===== config.mk =====
export PLATFORM = sky130hd
export DESIGN_NAME = sdn_queue
export DESIGN_NICKNAME = d
export VERILOG_FILES = /design/src/design/sdn_pkg.sv /design/src/design/sdn_queue.sv
export SDC_FILE = /design/constraint.sdc
export NUM_CORES = 1
export LEC_CHECK = 0
export CAP_MARGIN = 25
export CORE_UTILIZATION = 59
export CTS_BUF_LIST = sky130_fd_sc_hd__clkbuf_4 sky130_fd_sc_hd__clkbuf_8
export CTS_CLUSTER_DIAMETER = 100
export DETAILED_ROUTE_END_ITERATION = 12
export DONT_BUFFER_PORTS = 1
export GPL_ROUTABILITY_DRIVEN = 0
export HOLD_SLACK_MARGIN = 0.05
export PLACE_DENSITY = 0.78
export SYNTH_ARGS = -nofsm -noshare
export SYNTH_HDL_FRONTEND = slang
export SYNTH_SLANG_ARGS = --single-unit

===== constraint.sdc =====
create_clock -name clk -period 1.95 [get_ports clk]
set_input_delay 0.0975 -clock clk [delete_from_list [all_inputs] [get_ports clk]]
set_output_delay 0.0975 -clock clk [all_outputs]
set_load 0.01 [all_outputs]

===== src/design/sdn_pkg.sv =====
package sdn_pkg;

  localparam int ROW_W          = 8;
  localparam int VAL_W          = 32;
  localparam int PC_W           = 9;
  localparam int MAX_POINTS_DEF = 256;
  localparam int QUEUE_DEPTH    = 4;

  localparam logic [PC_W-1:0]  PC_RESET  = PC_W'(256);
  localparam logic [VAL_W-1:0] ROOT_ZERO = '1;   // root taken for a zero degree

  localparam logic REQ_DEGREE = 1'b0;
  localparam logic REQ_NORM   = 1'b1;

  typedef struct packed {
    logic             req_type;
    logic [ROW_W-1:0] row_index;
    logic [ROW_W-1:0] col_index;
    logic [VAL_W-1:0] value;
  } sdn_item_t;

endpackage


===== src/design/sdn_queue.sv =====
module sdn_queue import sdn_pkg::*; #(
  parameter int DEPTH = QUEUE_DEPTH
) (
  input  logic      clk,
  input  logic      rst_n,
  input  logic      push,
  input  sdn_item_t push_item,
  input  logic      pop,
  output sdn_item_t head,
  output logic      head_vld,
  output logic      full
);

  localparam int PW = (DEPTH > 1) ? $clog2(DEPTH) : 1;
  localparam int CW = $clog2(DEPTH + 1);

  sdn_item_t         slot_r [DEPTH];
  logic [PW-1:0]     wp_r, rp_r;
  logic [CW-1:0]     cnt_r, cnt_nxt;

  assign head     = slot_r[rp_r];
  assign head_vld = cnt_r != '0;
  assign full     = cnt_r == CW'(DEPTH);

  always_comb begin
    cnt_nxt = cnt_r;
    if (push && !pop) begin
      cnt_nxt = cnt_r + CW'(1);
    end else if (pop && !push) begin
      cnt_nxt = cnt_r - CW'(1);
    end
  end

  always_ff @(posedge clk) begin
    if (!rst_n) begin
      wp_r  <= '0;
      rp_r  <= '0;
      cnt_r <= '0;
    end else begin
      cnt_r <= cnt_nxt;
      if (push) begin
        wp_r <= (wp_r == PW'(DEPTH - 1)) ? '0 : wp_r + PW'(1);
      end
      if (pop) begin
        rp_r <= (rp_r == PW'(DEPTH - 1)) ? '0 : rp_r + PW'(1);
      end
    end
  end

  always_ff @(posedge clk) begin
    if (push) begin
      slot_r[wp_r] <= push_item;
    end
  end

endmodule


[Word level (Yosys, flattened, before mapping)]
Memories as Yosys holds them, arrays and structs flattened. A register that Yosys moved wholly into a read port is not among the register bits.
Cells that the tools add are included.
Word-level totals
  latch bits: 0
  memory bits (read-only): 0
  bits in writable memories: 196
  logic and storage cells: 25
  input port bits: 53
  register bits: 7
  output and inout bits: 51
  memories kept: 1
Memories
  slot_r: words 4, bits a word 49, rd ports 1, clocked after Yosys merged registers in 1, write ports 1, line sdn_queue.sv:17  | sdn_item_t slot_r [DEPTH];
Cells by class
  add/sub/neg operators: 4
  multiplexer cells: 8
  magnitude comparators: 0
  eq/ne operators: 3
  shift operators: 0
  reductions and logical operators: 6
  bitwise operators: 0
  divide/modulo/power cells: 0
  multiply operators: 0
Operators by type and width (number)
  2-to-1 mux 2 bit: 4
  2-to-1 mux 3 bit: 2
  adder 2 x 1 -> 2 bit (second input constant): 2
  == test 2 bit (second input constant): 2
  adder 3 x 1 -> 3 bit (second input constant): 1
  == test 3 bit (second input constant): 1
  nonzero test 3 bit: 1
  subtractor 3 x 1 -> 3 bit (second input constant): 1
  logical AND 1 bit: 2
  zero test 1 bit: 2
  2-to-1 mux 1 bit: 2
  nonzero test 2 bit: 1

[Depth between registers and ports, before layout]
  depth in word-level cells: 4
  depth in mapped cells: 7
  depth with buffers taken out: 7

[Worst setup path after synthesis]
Ideal clock, no wire load.
  path kind: flip-flop to flip-flop
  start point: register wp_r[0]
  end point: memory slot_r[3][0] in the netlist's numbering (enable)
  setup time: 0.411 ns
  stages on the path, launching flop included: 3
  period minus slack after synthesis: 2.131 ns
  slack: -0.181 ns
  arrival: 1.720 ns
  path buffers: 0
  data required time: 1.539 ns
  cell sequence: dfxtp_1 > ha_1 > and2_1
RTL lines
  start, declared: line sdn_queue.sv:18  | logic [PW-1:0] wp_r, rp_r;
  start signal, assigned: line sdn_queue.sv:42  | wp_r <= (wp_r == PW'(DEPTH - 1)) ? '0 : wp_r + PW'(1);
  end, declared: line sdn_queue.sv:17
No word-level cell before the write port.

==> impl_metrics.toml <==
[timing]
finalMaxSlewViolations = 0
finalSetupViolations = 0
fin_crit_ns = 1.85
worstMarginPinSlew_ns = 0.429
timing.setup.tns_ns = 0
rsz0062_at_grt = "false"
fmax_ghz = 0.540
fin_worst_skew_ns = 0.0150
period_share_pct = 95.0
max_slew_margin_pct = 71.4
hold_viol = 0
whs_ns = 0.0968

[finish]
layout_common_cells = "edfxtp_1, dlygate4sd3_1, mux4_2, clkbuf_8, clkbuf_4"
n_fill_cell = 704
final_common_cell = "edfxtp_1"
antenna_cells = 0
drive_gt1_share_pct = 29.4
fin_nets = 453
fin_area_um2 = 9010
syn2layout_area_growth_pct = 19.4

[setup_path]
end_kind = "output pin"
reg2reg_depth = 4
r2r_start = "cnt_r[0]"
crit_fanout = 17
reg2reg_slack_ns = 0.36
max_stage_delay_ns = 0.57
path_cells = "buf_12, mux4_2"
startpoint_type = "register"
crit_required_ns = 1.85
cp.arrival_ns = 1.76
r2r_end = "cnt_r[2]"
critical_path_class = "reg2out"
critPathSlowestCell = "mux4_2"

[min_path]
hold_class = "in2reg"
min_to = "slot_r[2][33]"
min_path_cells = 2
worstHoldStart = "push"

[yosys]
syn_inst = 300
yosys-top-cells-area = "edfxtp_1, mux4_2, dfxtp_1, ha_1, mux4_1"
yosysTopAreaCell = "edfxtp_1"
synth_area_um2 = 7550
syn_nets = 360
synth_top_area_share_pct = 77.9
yosysSeqAreaShare_pct = 80.3
avgSynthCellArea_um2 = 25.2
yosys_warnings = 0
synth-seq-cells = 205
yosys.cell_types.count = 24

[cts]
cts-root-buf = "clkbuf_8"
clockBufferDepth = 3
cts_inserted_buffers = 31
htreeDepth = 1
cts.clk_slew.worst_paths_ns = 0.06
clk-insertion-delay-late_ns = 0.53
clock_sinks = 205
tritoncts = "done"

[power]
p_sw_mw = 1.92
sequentialPowerShare_pct = 55.7
p_comb_share_pct = 8.6
p_per_area_nw_per_um2 = 1020
leakagePower_nw = 2.95
total_power_mw = 9.17
p_int_mw = 7.25
peakVddDrop_mv = 0.669
p_clk_share_pct = 35.8
sw_frac_of_total_pct = 21.0

[global_routing]
grt_pass1_vias = 3625
grt_pass1_wl_um = 19300
grt-ovfl-total = 0
grt_antenna_before_repair = 0
grt_usage_pct = 20.0
grt_max_degree = 30

[routing]
ant_nets = 0
wl_per_cell_um = 21.6
dr.pass1.iters = 4
num_vias = 3277
routed_wl_um = 12600
drt_iter0_markers = 233
viasPerCell = 5.65
drc = 0

[die]
rows = 40
initial_core_util_pct = 61.6
core_area_um2 = 12300
die_w_um = 115
die_h_um = 115
num_io_pins = 104
dieArea_um2 = 13300

[placed_design]
portBuffers = 0
dpl_cell_area_um2 = 7850
hpwl_um = 7340

[run]
drv_cap = 0

[status]
status = "finished, final reports clean"
synthesized netlist by cell type:
| master | count |
|---|---|
| buf_2 | 2 |
| mux4_1 | 2 |
| mux2i_1 | 4 |
| buf_1 | 3 |
| o21ai_0 | 1 |
| nor3b_1 | 1 |
| ha_1 | 6 |
| nor2b_1 | 5 |
| mux4_2 | 47 |
| nor3_1 | 1 |
| and2_1 | 5 |
| nor2_1 | 1 |
| buf_6 | 1 |
| inv_1 | 4 |
| a21boi_0 | 1 |
| buf_12 | 2 |
| edfxtp_1 | 196 |
| fa_1 | 1 |
| o21a_1 | 1 |
| xnor2_1 | 1 |
| xor2_1 | 1 |
| dfxtp_1 | 9 |
| buf_4 | 3 |
| or3_1 | 2 |
through the flow:
step | setup slack [ns] | instances | util (%)
finish | 0.0967 | 580 | 73.5
global route | 0.00721 | 580 | 73.5
CTS | 0.0130 | 578 | 73.4
global placement | 0.479 | 470 | 64.0
detailed placement | 0.430 | 470 | 64.0
floorplan | 0.342 | 300 | -
final cells by class:
class | count | area, um^2 | area share (%)
clock buffers | 50 | 576 | 6.39
repair buffers | 71 | 753 | 8.36
well taps | 168 | 210 | 2.33
inverters | 4 | 15.0 | 0.167
clock inverters | 2 | 7.51 | 0.0833
multi-input cells | 80 | 1380 | 15.3
flip-flops and latches | 205 | 6070 | 67.4
how the worst max path moves through the flow:
stage	start	end	slack (ns)	cells after the start
2_1_floorplan	wp_r[0]	slot_r[3][0]	0.34	2
3_3_place_gp	register	head[3]	0.48	2
3_5_place_dp	cnt_r[0]	cnt_r[2]	0.43	4
4_1_cts	register	head[22]	0.01	2
5_1_grt	register	head[22]	0.007	2
6_report	register	head[22]	0.1	2
worst max-delay path, delay by kind of cell, from the launching register on:
| family | cells | cell delay (ns) |
|---|---|---|
| mux | 1 | 0.57 |
| buf+inv | 1 | 0.21 |
| flops | 1 | 0.44 |
state kept, by name, indices dropped and copies added, names as in the netlist, named ones only:
register and count:
cnt_r 3, rp_r 2, slot_r 196, wp_r 2
repair_timing:
action,4_1_cts,5_1_grt
hold endpoints to repair,212,0
endpoints found under the setup margin,37,11
setup buffers,3,2
hold buffers,53,0
pin swaps,0,0
gates resized for setup,0,0
power groups by stage:
stage          clock network (mW)  logic [mW]  registers (mW)
2_1_floorplan                   0       0.509            5.17
3_3_place_gp                    0       0.631            5.19
3_5_place_dp                    0       0.641            5.21
4_1_cts                      3.35       0.795            5.11
5_1_grt                      3.53       0.852            5.12
6_report                     3.28       0.788            5.11
cell families (layout without fill, tap and decap cells):
kind of cell	count (synthesis)	after routing	synth area share, %
adder cells (fa/ha/maj)	7	7	1.26
buffers and inverters	15	127	1.46
AND/OR/NAND/NOR	15	15	1.21
multiplexers	53	53	15.2
flip-flops	205	205	80.3
XOR/XNOR	2	2	0.232
AO/OA/AOI/OAI	3	3	0.265
layer usage:
layer / GRT usage (%) / vias up / wire, um
met5: 0 / - / 0
met4: 6.67 / 0 / 273
met3: 5.85 / 26 / 848
met2: 33.7 / 108 / 6260
met1: 25.1 / 1683 / 5170
li1: - / 1460 / -
Note: power is estimated with default switching activity, not from simulation.
