### src/design/sdn_pkg.sv
package sdn_pkg;

  localparam int ROW_W          = 8;
  localparam int VAL_W          = 32;
  localparam int PC_W           = 9;
  localparam int MAX_POINTS_DEF = 256;
  localparam int QUEUE_DEPTH    = 4;

  localparam logic [PC_W-1:0]  PC_RESET  = PC_W'(256);
  localparam logic [VAL_W-1:0] ROOT_ZERO = '1;   // root taken for a zero degree

  localparam logic REQ_DEGREE = 1'b0;
  localparam logic REQ_NORM   = 1'b1;

  typedef struct packed {
    logic             req_type;
    logic [ROW_W-1:0] row_index;
    logic [ROW_W-1:0] col_index;
    logic [VAL_W-1:0] value;
  } sdn_item_t;

endpackage

### src/design/sdn_front.sv
module sdn_front import sdn_pkg::*; #(
  parameter int MAX_POINTS = MAX_POINTS_DEF
) (
  input  logic             clk,
  input  logic             rst_n,
  input  logic             start,
  output logic             busy,
  input  logic             in_req_type,
  input  logic [ROW_W-1:0] in_row_index,
  input  logic [ROW_W-1:0] in_col_index,
  input  logic [VAL_W-1:0] in_value,
  input  logic             cfg_valid,
  output logic             cfg_ready,
  input  logic [PC_W-1:0]  cfg_point_count,
  input  logic             q_full,
  output logic             push,
  output sdn_item_t        push_item
);

  // wide enough for point_count, MAX_POINTS and an index
  localparam int MW = $clog2(MAX_POINTS + 1);
  localparam int NW = (MW > PC_W) ? MW : PC_W;

  logic [PC_W-1:0] pc_r;
  logic [NW-1:0]   pc_x, max_x, n_eff, row_x, col_x;
  logic            accept, row_ok, col_ok, keep;

  assign cfg_ready = 1'b1;
  assign busy      = q_full;
  assign accept    = start && !busy;

  assign pc_x  = NW'(pc_r);
  assign max_x = NW'(MAX_POINTS);
  assign n_eff = (pc_x > max_x) ? max_x : pc_x;
  assign row_x = NW'(in_row_index);
  assign col_x = NW'(in_col_index);

  assign row_ok = row_x < n_eff;
  assign col_ok = col_x < n_eff;
  // degree loads ignore the column
  assign keep   = row_ok && (col_ok || (in_req_type == REQ_DEGREE));
  assign push   = accept && keep;

  assign push_item.req_type  = in_req_type;
  assign push_item.row_index = in_row_index;
  assign push_item.col_index = in_col_index;
  assign push_item.value     = in_value;

  always_ff @(posedge clk) begin
    if (!rst_n) begin
      pc_r <= PC_RESET;
    end else if (cfg_valid && cfg_ready) begin
      pc_r <= cfg_point_count;
    end
  end

endmodule

### config.mk
export PLATFORM = sky130hd
export DESIGN_NAME = sdn_front
export DESIGN_NICKNAME = d
export VERILOG_FILES = /design/src/design/sdn_pkg.sv /design/src/design/sdn_front.sv
export SDC_FILE = /design/constraint.sdc
export NUM_CORES = 1
export LEC_CHECK = 0
export BUFFER_PORTS_ARGS = -buffer_cell sky130_fd_sc_hd__buf_4
export CORE_UTILIZATION = 25
export DETAILED_ROUTE_END_ITERATION = 8
export SETUP_SLACK_MARGIN = 0.05
export SKIP_CTS_REPAIR_TIMING = 1
export SLEW_MARGIN = 40
export SYNTH_ARGS = -nofsm -noshare
export SYNTH_HDL_FRONTEND = slang
export SYNTH_SLANG_ARGS = --single-unit
### constraint.sdc
create_clock -name clk -period 1.65 [get_ports clk]
set_input_delay 0.165 -clock clk [delete_from_list [all_inputs] [get_ports clk]]
set_output_delay 0.165 -clock clk [all_outputs]
set_load 0.01 [all_outputs]
Word-level counts from Yosys, hierarchy flattened
Index checks and enable logic that the tools add are counted.
{ "word_totals": {"input_bits": 63, "output_inout_bits": 52, "reg_bits": 9, "elab_cells": 11} }
{ "classes": {"bitwise_logic": 1, "n_reduce_logical": 5, "n_mux": 1, "order_cmp": 3} }
{ "ops": {"columns": ["op", "count"], "rows": [
  ["< comparator 8 x 9 -> 1 bit", 2],
  ["greater-than comparator 9 bit (second input constant)", 1],
  ["two-way mux 9 bit", 1],
  ["logical AND 1 bit", 3],
  ["logical NOT 1 bit", 1],
  ["logical OR 1 bit", 1],
  ["NOT 1 bit", 1]
]} }

Logic depth before layout (Yosys ltp)
Gate-level depths: netlist of run 1.
{ "depth": {"ltp_word": 6, "mapped_depth": 7, "mapped_depth_nobuf": 7} }

Least setup slack after synthesis of run 1
OpenSTA, ideal clock, no wires.
{ "synth_path": {"path_type": "flip-flop to output port", "from": "register pc_r[8]", "to": "output push", "n_path_buf": 0, "path_slack_ns": -0.188, "arrival_time_ns": 1.673, "required_ns": 1.485, "stages_incl_launch_ff": 8, "cell_sequence": "dfxtp_1 > inv_1 > nand2_1 > ha_1 > a211oi_1 > o211ai_1 > o2111a_1 > a211oi_2"} }
{ "synth_between": {"elab_chain_len": 6, "elab_cells_between_ends": 7, "cone_classes": "order compare: 3; mux: 1; reduce/logical: 3"} }
{ "synth_lines": {"columns": ["item", "line_no", "text"], "rows": [
  ["start, declared", "sdn_front.sv:24", "logic [PC_W-1:0] pc_r;"],
  ["start signal, assigned", "sdn_front.sv:53", "pc_r <= cfg_point_count;"],
  ["greater-than comparator 9 bit", "sdn_front.sv:34", "assign n_eff = (pc_x > max_x) ? max_x : pc_x;"],
  ["two-way mux 9 bit *", "sdn_front.sv:34", null],
  ["< comparator 8 x 9 -> 1 bit", "sdn_front.sv:39", "assign col_ok = col_x < n_eff;"],
  ["logical OR 1 bit", "sdn_front.sv:41", "assign keep = row_ok && (col_ok || (in_req_type == REQ_DEGREE));"],
  ["logical AND 1 bit *", "sdn_front.sv:41", null],
  ["logical AND 1 bit *", "sdn_front.sv:42", "assign push = accept && keep;"],
  ["end, declared", "sdn_front.sv:16", "output logic push,"]
]} }
Every way passes the cells marked *; elsewhere a longest branch is shown, timed or not.

Worst setup path after layout of run 1
Ends and elaborated chain as after synthesis.

==> metrics.md, run 1 <==
| Metric | Value |
|---|---|
| Die area | `4590 µm²` |
| Critical path launch point type | `register` |
| Register Area | `184 µm²` |
| Logic pwr share | `33.8%` |
| Via Count | `813` |
| Largest regs | `pc_r x9` |
| Clock sinks | `9` |
| Chip width | `67.8 µm` |
| Antenna fix cells | `0` |
| DRC | `0` |
| Routed vias/inst | `4.35` |
| Most flops, register | `pc_r` |
| Synth Warn # | `0` |
| Avg Inst Size Synth | `8.51 µm²` |
| Required time of the worst setup path | `1.48 ns` |
| Worst Hold Class | `input pin to register` |
| Initial detailed-routing violation count | `8` |
| Number of flops mapped to enable cells by yosys | `0` |
| Fmax | `0.499 GHz` |
| Leakage | `0.617 nW` |
| Largest register FFs | `9` |
| Detailed placement HPWL | `2140 µm` |
| Cell count after synthesis | `127` |
| Fin cells | `187` |
| Max-Cap Viols | `0` |
| Critical-path maximum fanout | `9` |
| Avg WL per Cell | `12.6 µm` |
| Reg power frac | `33.0%` |
| Most common cell in the netlist | `buf_4` |
| Post-Syn Area | `1080 µm²` |
| Buffers on Ports | `49` |
| Power Density | `554 nW/µm²` |
| Worst R2R Start | `pc_r[8]` |
| WP data arrival | `1.84 ns` |
| Failing checks | `setup timing` |
| Num CTS Buffers | `3` |
| Min-delay src | `cfg_point_count[8]` |
| Clock tree buffer depth | `2` |
| Core region area | `4090 µm²` |
| Fin. Hold Viols | `0` |
| DP Cell Count | `183` |
| DRT Pass-1 Iters | `4` |
| Filler cells | `449` |
| Final Util | `32.5%` |
| Net switching power | `0.000193 W` |
| Period minus WS final | `2.01 ns` |
| Synthesis-to-finish area growth | `23.0%` |
| FF-to-FF End | `pc_r[8]` |
| First-pass GRT wire length | `3500 µm` |
| Async S/R FF share, synth | `0%` |
| Area leader, netlist | `buf_4` |
| Cell Rows | `23` |
| Outcome | `finished, violations left` |
| Sw Share | `26.2%` |
| Clock power share | `33.2%` |
| Initial core utilization | `26.5%` |
| Chip height | `67.8 µm` |
| Synth top cells by count | `buf_4, ha_1, dfxtp_1, nor2b_1` |
| Cell variety after synth | `22` |
| Total GRT Usage | `10.2%` |
| Layout cell share with drive strength beyond 1 | `57.7%` |
| IO Pins | `115` |
| Clock root cell | `clkbuf_8` |
| Sequential area share after synthesis | `16.7%` |
| CTS tree | `done` |
| Multi-input gate area | `588 µm²` |
| RD Place Congestion | `0.834` |
| Net Count, Synth | `204` |
| Hold Crit Depth | `3` |
| Max Slew Vio Count | `0` |
| Internal power | `0.000544 W` |
| Unrepaired setup endpoints after global routing | `true` |
| FF+latch count, synth | `9` |
| Worst Setup End Kind | `output port` |
| Post-synth top area share | `35.4%` |
| H-Tree Depth | `1` |
| Pin count of the biggest net entering global routing | `11` |
| Initial antenna violation count | `0` |
| Routed WL | `2360 µm` |
| Final Setup Violations | `1` |
| Setup Crit Path Kind | `register to output port` |
| Vias in the first global route | `798` |
| Clock transition at path regs | `0.04 ns` |
| Clk_skew | `0 ns` |
| Clk_lat worst skew | `0.22 ns` |
| Tcrit/Tclk final | `122%` |
| Pre-CTS setup slack | `-0.197 ns` |
| R2r setup slk | `0.88 ns` |
| Grt total ovfl | `0` |
| Worst Hold End | `pc_r[8]` |
| Most used DFF post-synth | `dfxtp_1` |
| Synth area leaders | `buf_4, dfxtp_1, ha_1` |
| Final WS setup | `-0.356 ns` |
| Reg2reg path depth | `3` |
| Antenna viol nets, final | `0` |
| Peak supply drop | `0.449 mV` |
| Final Net Count | `215` |
-- cells in the final DEF (no fill, tap or decap), types with 2 or more instances in the layout --
master    Yosys  final
nand2_4       0      2
a211oi_2      2      3
dfxtp_1       9      8
o21ai_0       2      2
nand3_1       2      2
ha_2          0      3
ha_4          0      3
a21oi_1       4      3
nand2_1       8      3
buf_4        51     58
nor2b_1       9      9
nor2_1        4      4
nand2_2       0      3
ha_1         14      8
mux2i_1       8      8
clkbuf_8      0      3
o211ai_1      3      3
-- worst max-delay path: stages, from the launching register on --
cell and delay (ns):
dfxtp_4 0.36, inv_8 0.09, nand2_4 0.06, ha_4 0.24, a21o_1 0.18, a211oi_2 0.19, o21ai_1 0.10, a211oi_2 0.24
buf_4 0.15
-- final cells by class --
class / count / area share (%)
multi-input combinational: 64 / 44.2
timing repair buffer: 58 / 32.7
sequential: 9 / 13.8
tap: 50 / 4.70
clock buffer: 4 / 3.39
inverter: 2 / 1.13
-- cells by family after synthesis --
kind of cell / Yosys count / synth area share (%)
buf+inv: 54 / 36.6
simple gates: 25 / 11.9
compound gates: 16 / 10.9
fa+ha+maj: 14 / 16.2
flops: 9 / 16.7
mux: 8 / 7.41
other cells: 1 / 0.347
-- per-stage QoR --
stage          hold slack (ns)  cell area [µm²]  TNS (ns)  total power, W
2_1_floorplan            0.263             1160         0        0.000467
3_3_place_gp             0.330             1270    -0.152        0.000488
3_5_place_dp             0.330             1270    -0.197        0.000496
4_1_cts                  0.157             1310    -0.441        0.000745
5_1_grt                  0.206             1330    -0.461        0.000788
6_report                 0.159             1330    -0.356        0.000737
-- power groups by stage --
stage	logic, W	clock network [W]	registers (W)
after floorplan	0.000222	0	0.000245
after global placement	0.000240	0	0.000247
after detailed placement	0.000250	0	0.000247
after CTS	0.000250	0.000251	0.000243
after global routing	0.000281	0.000262	0.000244
final	0.000249	0.000245	0.000243
-- layer usage --
metal / GRT usage, % / routed length, µm / vias up
li1: - / - / 403
met1: 11.1 / 851 / 357
met2: 19.1 / 1270 / 43
met3: 1.01 / 194 / 10
met4: 5.59 / 40 / 0
met5: 0 / 0 / -
-- worst max-delay path by stage --
| stage | startpoint | end |
|---|---|---|
| floorplan | pc_r[8] | push |
| global placement | pc_r[8] | push |
| CTS | pc_r[8] | push |
| detailed placement | pc_r[8] | push |
| finish | pc_r[8] | push |
| global route | pc_r[8] | push |
(Power assumes the default switching activity.)
==> run 2, diff against run 1 <==
ABC_CLOCK_PERIOD_IN_PS = 2200   (was unset)
clock period = 2.2 ns   (was 1.65 ns; I/O delays follow)
==> run 2 against run 1 <==
Compared with the run above: the run now ends clean; die area unchanged; non-clock buffer count decreased by 5; critical path type unchanged; clock power decreased by 25%; count of clock-buffer cells in the layout unchanged; core utilization decreased by 1.1 points; final area decreased by 3.4%; largest power group is now the clock network; clock skew unchanged.
==> metrics.md, run 2 (synthesis gave the netlist of run 1 again) <==
| Metric | Value |
|---|---|
| Post-route design area | `1280 µm² (was 1330 µm²)` |
| Routed WL | `2050 µm (was 2360 µm)` |
| Worst Hold Class | `input pin to register (unchanged)` |
| Num CTS Buffers | `3 (unchanged)` |
| Final hold slack | `0.213 ns (was 0.159 ns)` |
| Synthesis-to-finish area growth | `18.9% (was 23.0%)` |
| Cell Rows | `23 (unchanged)` |
| Leakage | `0.595 nW (was 0.617 nW)` |
| Initial antenna violation count | `0 (unchanged)` |
| WP data arrival | `1.88 ns (was 1.84 ns)` |
| Initial core utilization | `26.5% (unchanged)` |
| Power Density | `426 nW/µm² (was 554 nW/µm²)` |
| Antenna viol nets, final | `0 (unchanged)` |
| Reg2reg path depth | `3 (unchanged)` |
| Largest regs | `pc_r x9 (unchanged)` |
| Final Setup Violations | `0 (was 1)` |
| Initial detailed-routing violation count | `15 (was 8)` |
| Die area | `4590 µm² (unchanged)` |
| H-Tree Depth | `1 (unchanged)` |
| Final Net Count | `210 (was 215)` |
| Total power | `0.000547 W (was 0.000737 W)` |
| Clock root cell | `clkbuf_8 (unchanged)` |
| Max Slew Vio Count | `0 (unchanged)` |
| Filler cells | `441 (was 449)` |
| Chip height | `67.8 µm (unchanged)` |
| Post-DP Area | `1130 µm² (was 1270 µm²)` |
| Fin. Hold Viols | `0 (unchanged)` |
| Core region area | `4090 µm² (unchanged)` |
| Final WS setup | `0.101 ns (was -0.356 ns)` |
| Max-Cap Viols | `0 (unchanged)` |
| Clk_lat worst skew | `0.22 ns (about the same)` |
| Clk_skew | `0 ns (unchanged)` |
| Pre-CTS setup slack | `0.0896 ns (was -0.197 ns)` |
| R2r setup slk | `1.40 ns (was 0.88 ns)` |
| Most flops, register | `pc_r (unchanged)` |
| Detailed placement HPWL | `1700 µm (was 2140 µm)` |
| Unrepaired setup endpoints after global routing | `true (unchanged)` |
| Critical path launch point type | `register (unchanged)` |
| Grt total ovfl | `0 (unchanged)` |
| Period minus WS final | `2.10 ns` |
| Antenna fix cells | `0 (unchanged)` |
| Clock sinks | `9 (unchanged)` |
| Chip width | `67.8 µm (unchanged)` |
| RD Place Congestion | `0.707 (was 0.834)` |
| Worst Setup End Kind | `output port (unchanged)` |
| Most frequent cells in the layout | `buf_4, ha_1, nor2b_1, mux2i_1, dfxtp_1 (was buf_4, nor2b_1, mux2i_1, ha_1, dfxtp_1)` |
| CTS tree | `done (unchanged)` |
| First-pass GRT wire length | `2820 µm (was 3500 µm)` |
| Worst Hold End | `pc_r[8] (unchanged)` |
| DRT Pass-1 Iters | `3 (was 4)` |
| Clock tree buffer depth | `2 (unchanged)` |
| Vias in the first global route | `661 (was 798)` |
| Fmax | `0.476 GHz` |
| Layout cell share with drive strength beyond 1 | `56.1% (was 57.7%)` |
| Largest register FFs | `9 (unchanged)` |
| Via Count | `756 (was 813)` |
| Critical-path maximum fanout | `7 (was 9)` |
| IO Pins | `115 (unchanged)` |
| DRC | `0 (unchanged)` |
| Outcome | `finished, final reports clean (was finished, violations left)` |
| Hold Crit Depth | `3 (unchanged)` |
| Avg WL per Cell | `11.3 µm (was 12.6 µm)` |
| Setup Crit Path Kind | `register to output port (unchanged)` |
| FF-to-FF End | `pc_r[8] (unchanged)` |
| Buffers on Ports | `49 (unchanged)` |
| Min-delay src | `cfg_point_count[8] (unchanged)` |
| Worst R2R Start | `pc_r[8] (unchanged)` |
| Peak supply drop | `0.281 mV (was 0.449 mV)` |
| Tcrit/Tclk final | `95.4%` |
| Clock transition at path regs | `0.04 ns (about the same)` |
| Pin count of the biggest net entering global routing | `11 (unchanged)` |
| Routed vias/inst | `4.15 (was 4.35)` |
| Total GRT Usage | `8.31% (was 10.2%)` |
| Most common cell after layout, fill and taps aside | `buf_4 (unchanged)` |
| Required time of the worst setup path | `1.98 ns (was 1.48 ns)` |
run 2: cell types whose count changed in the layout (fill, tap and decap cells not counted):
| cell | previous run | this run |
|---|---|---|
| dfxtp_2 | 0 | 1 |
| buf_4 | 58 | 51 |
| nand2_2 | 3 | 5 |
| dfxtp_4 | 1 | 0 |
| nand2_1 | 3 | 1 |
| buf_6 | 0 | 2 |
| ha_1 | 8 | 10 |
| clkinv_4 | 0 | 1 |
| ha_4 | 3 | 2 |
| ha_2 | 3 | 2 |
| inv_8 | 1 | 0 |
run 2: worst max-delay path, cell delays in order, from the launching register on:
cell       delay [ns]
dfxtp_2          0.35
clkinv_4         0.10
buf_6            0.13
nand2_2          0.06
ha_1             0.22
o2111ai_1        0.10
nor2_1           0.08
o2111a_1         0.26
a211oi_2         0.20
buf_4            0.15
run 2: power by group:
group,switching (W),total [W],internal [W]
Sequential,0.00000863,0.000183,0.000174
Combinational,0.0000759,0.000180,0.000104
Clock,0.0000585,0.000184,0.000126
run 2: through the flow:
step,cells,utilization (%),setup TNS [ns]
final,182,31.4,0
after global routing,182,31.4,-0.0210
after CTS,179,28.8,-0.160
after detailed placement,175,27.7,0
after global placement,175,27.7,0
after floorplan,127,-,0
run 2: worst max-delay path by stage:
| stage | from | endpoint | slack [ns] | cells after the start |
|---|---|---|---|---|
| after detailed placement | pc_r[8] | push | 0.09 | 8 |
| after global placement | pc_r[8] | push | 0.14 | 8 |
| after floorplan | pc_r[8] | push | 0.31 | 7 |
| after CTS | pc_r[8] | push | -0.16 | 8 |
| after global routing | pc_r[8] | push | -0.02 | 9 |
| final | pc_r[8] | push | 0.10 | 9 |
run 2: layer usage:
layer  part of all wire, %  global-route usage, %
met5                     0                      0
met4                  0.20                   3.99
met3                   9.7                   1.52
met2                    43                   11.9
met1                    47                   11.7
run 2: layout make-up:
class	count	area, µm²	area share [%]
sequential	9	181	14.1
multi-input combinational	64	578	45.0
clock buffer	4	45.0	3.51
tap	50	62.6	4.87
timing repair buffer	53	405	31.5
inverter	2	12.5	0.974
==> run 3, diff against run 2 <==
PLACE_DENSITY = 0.7   (was unset)
==> run 3 against run 2 <==
Compared with the run above: clock skew is the same; setup slack gained 0.070 ns; clock power grew 3%; via count grew 2.8%; routed wire length grew 4.0%; final area grew 0.49%; sequential cell count is the same; final cell count shrank 0.55%; count of clock-buffer cells in the layout is the same; first-iteration DRC count shrank 67%; critical path type unchanged; largest cell class unchanged.
==> metrics.md, run 3 (synthesis gave the netlist of run 1 again) <==
| Metric | Value |
|---|---|
| Outcome | `finished, final reports clean (unchanged)` |
| Pre-CTS setup slack | `0.139 ns (was 0.0896 ns)` |
| CTS tree | `done (unchanged)` |
| Multi-input gate area | `597 µm² (was 578 µm²)` |
| Antenna fix cells | `0 (unchanged)` |
| Register Area | `184 µm² (was 181 µm²)` |
| Routed WL | `2130 µm (was 2050 µm)` |
| Sw Share | `27.0% (was 26.1%)` |
| Filler cells | `446 (was 441)` |
| Clk_lat worst skew | `0.23 ns (was 0.22 ns)` |
| Clock power share | `34.2% (was 33.7%)` |
| Most common cell after layout, fill and taps aside | `buf_4 (unchanged)` |
| Power Density | `428 nW/µm² (was 426 nW/µm²)` |
| Internal power | `0.000404 W (about the same)` |
| WP data arrival | `1.81 ns (was 1.88 ns)` |
| Max Slew Vio Count | `0 (unchanged)` |
| Total GRT Usage | `8.90% (was 8.31%)` |
| Chip width | `67.8 µm (unchanged)` |
| Tcrit/Tclk final | `92.2% (was 95.4%)` |
| Worst Hold Class | `input pin to register (unchanged)` |
| Reg power frac | `33.1% (was 33.4%)` |
| Avg WL per Cell | `11.8 µm (was 11.3 µm)` |
| Core region area | `4090 µm² (unchanged)` |
| Setup Crit Path Kind | `register to output port (unchanged)` |
| Final WS setup | `0.172 ns (was 0.101 ns)` |
| DRT Pass-1 Iters | `3 (unchanged)` |
| Pin count of the biggest net entering global routing | `11 (unchanged)` |
| Required time of the worst setup path | `1.98 ns (about the same)` |
| Clock transition at path regs | `0.04 ns (about the same)` |
| Via Count | `777 (was 756)` |
| Worst Setup End Kind | `output port (unchanged)` |
| H-Tree Depth | `1 (unchanged)` |
| Most frequent cells in the layout | `buf_4, nor2b_1, ha_1, mux2i_1, dfxtp_1 (was buf_4, ha_1, nor2b_1, mux2i_1, dfxtp_1)` |
| Most used cell, CP | `a211oi_2` |
| Fin cells | `181 (was 182)` |
| Critical path launch point type | `register (unchanged)` |
| Synthesis-to-finish area growth | `19.4% (was 18.9%)` |
| Setup TNS | `0 ns (unchanged)` |
| Max-Cap Viols | `0 (unchanged)` |
| Clock tree buffer depth | `2 (unchanged)` |
| Buffers on Ports | `49 (unchanged)` |
| Largest stage delay, worst path | `0.36 ns (was 0.35 ns)` |
| Initial detailed-routing violation count | `5 (was 15)` |
| Final Setup Violations | `0 (unchanged)` |
| Largest register FFs | `9 (unchanged)` |
| Num CTS Buffers | `3 (unchanged)` |
| Total power | `0.000553 W (was 0.000547 W)` |
| Fmax | `0.493 GHz (was 0.476 GHz)` |
| Clk_skew | `0 ns (unchanged)` |
| IO Pins | `115 (unchanged)` |
| Final Util | `31.6% (was 31.4%)` |
| Leakage | `0.579 nW (was 0.595 nW)` |
| Layout cell share with drive strength beyond 1 | `54.2% (was 56.1%)` |
| Chip height | `67.8 µm (unchanged)` |
| Peak supply drop | `0.593 mV (was 0.281 mV)` |
| Final Net Count | `209 (was 210)` |
| Routed vias/inst | `4.29 (was 4.15)` |
| Antenna viol nets, final | `0 (unchanged)` |
| Most flops, register | `pc_r (unchanged)` |
| First-pass GRT wire length | `3070 µm (was 2820 µm)` |
| RD Place Congestion | `0.783 (was 0.707)` |
| Period minus WS final | `2.03 ns (was 2.10 ns)` |
| Initial antenna violation count | `0 (unchanged)` |
| Critical-path maximum fanout | `5 (was 7)` |
| Unrepaired setup endpoints after global routing | `false (was true)` |
| Slowest stage cell on the critical path | `dfxtp_4 (was dfxtp_2)` |
| Crit-path cells | `inv_6 -> nand2_2 -> ha_4 -> a211oi_2 -> o211ai_1 -> o2111a_1 -> a211oi_2 -> buf_4 (was clkinv_4 -> buf_6 -> nand2_2 -> ha_1 -> o2111ai_1 -> nor2_1 -> o2111a_1 -> a211oi_2 -> buf_4)` |
| Clock root cell | `clkbuf_8 (unchanged)` |
| Clock sinks | `9 (unchanged)` |
| Grt total ovfl | `0 (unchanged)` |
| Detailed placement HPWL | `1750 µm (was 1700 µm)` |
| Cell Rows | `23 (unchanged)` |
| Logic pwr share | `32.7% (was 32.9%)` |
| DP Cell Count | `175 (unchanged)` |
| Largest regs | `pc_r x9 (unchanged)` |
| Fin. Hold Viols | `0 (unchanged)` |
| DRC | `0 (unchanged)` |
| Net switching power | `0.000149 W (was 0.000143 W)` |
| Initial core utilization | `26.5% (unchanged)` |
| Vias in the first global route | `716 (was 661)` |
| Die area | `4590 µm² (unchanged)` |
[run 3: power by group through the flow]
stage | logic, W | clock network, W | registers (W)
global placement | 0.000160 | 0 | 0.000183
CTS | 0.000163 | 0.000199 | 0.000180
finish | 0.000181 | 0.000189 | 0.000183
global route | 0.000203 | 0.000206 | 0.000184
detailed placement | 0.000162 | 0 | 0.000183
floorplan | 0.000157 | 0 | 0.000181
[run 3: worst paths after layout]
check             cells past startpoint  slack [ns]                from      end
setup / recovery                      8        0.17             pc_r[8]     push
hold / removal                        3        0.21  cfg_point_count[8]  pc_r[8]
setup reg to reg                      3        1.34             pc_r[8]  pc_r[8]
hold reg to reg                       2        0.53             pc_r[6]  pc_r[6]
[run 3: per-stage QoR]
stage | hold slack (ns) | instance area [µm²]
finish | 0.212 | 1290
global route | 0.250 | 1290
floorplan | 0.319 | 1080
global placement | 0.440 | 1130
CTS | 0.206 | 1180
detailed placement | 0.440 | 1130
[run 3: cell type report]
class	count	share of cell area, %
repair buffers	51	29.7
flip-flops and latches	9	14.2
repair inverters	1	0.581
clock buffers	4	3.49
well taps	50	4.84
multi-input cells	64	46.2
inverters	2	0.969
[run 3: worst max-delay path, delay by kind of cell, from the launching register on]
kind / cells / cell delay (ns)
compound gates: 4 / 0.67
flops: 1 / 0.36
fa+ha+maj: 1 / 0.23
buf+inv: 2 / 0.23
simple gates: 1 / 0.08
[run 3: metal layers]
| metal | routed length, µm | vias up | global-route usage (%) |
|---|---|---|---|
| met5 | 0 | - | 0 |
| met4 | 0 | 0 | 2.13 |
| met3 | 208 | 0 | 3.21 |
| met2 | 979 | 38 | 14.1 |
| met1 | 942 | 350 | 11.3 |
| li1 | - | 389 | - |
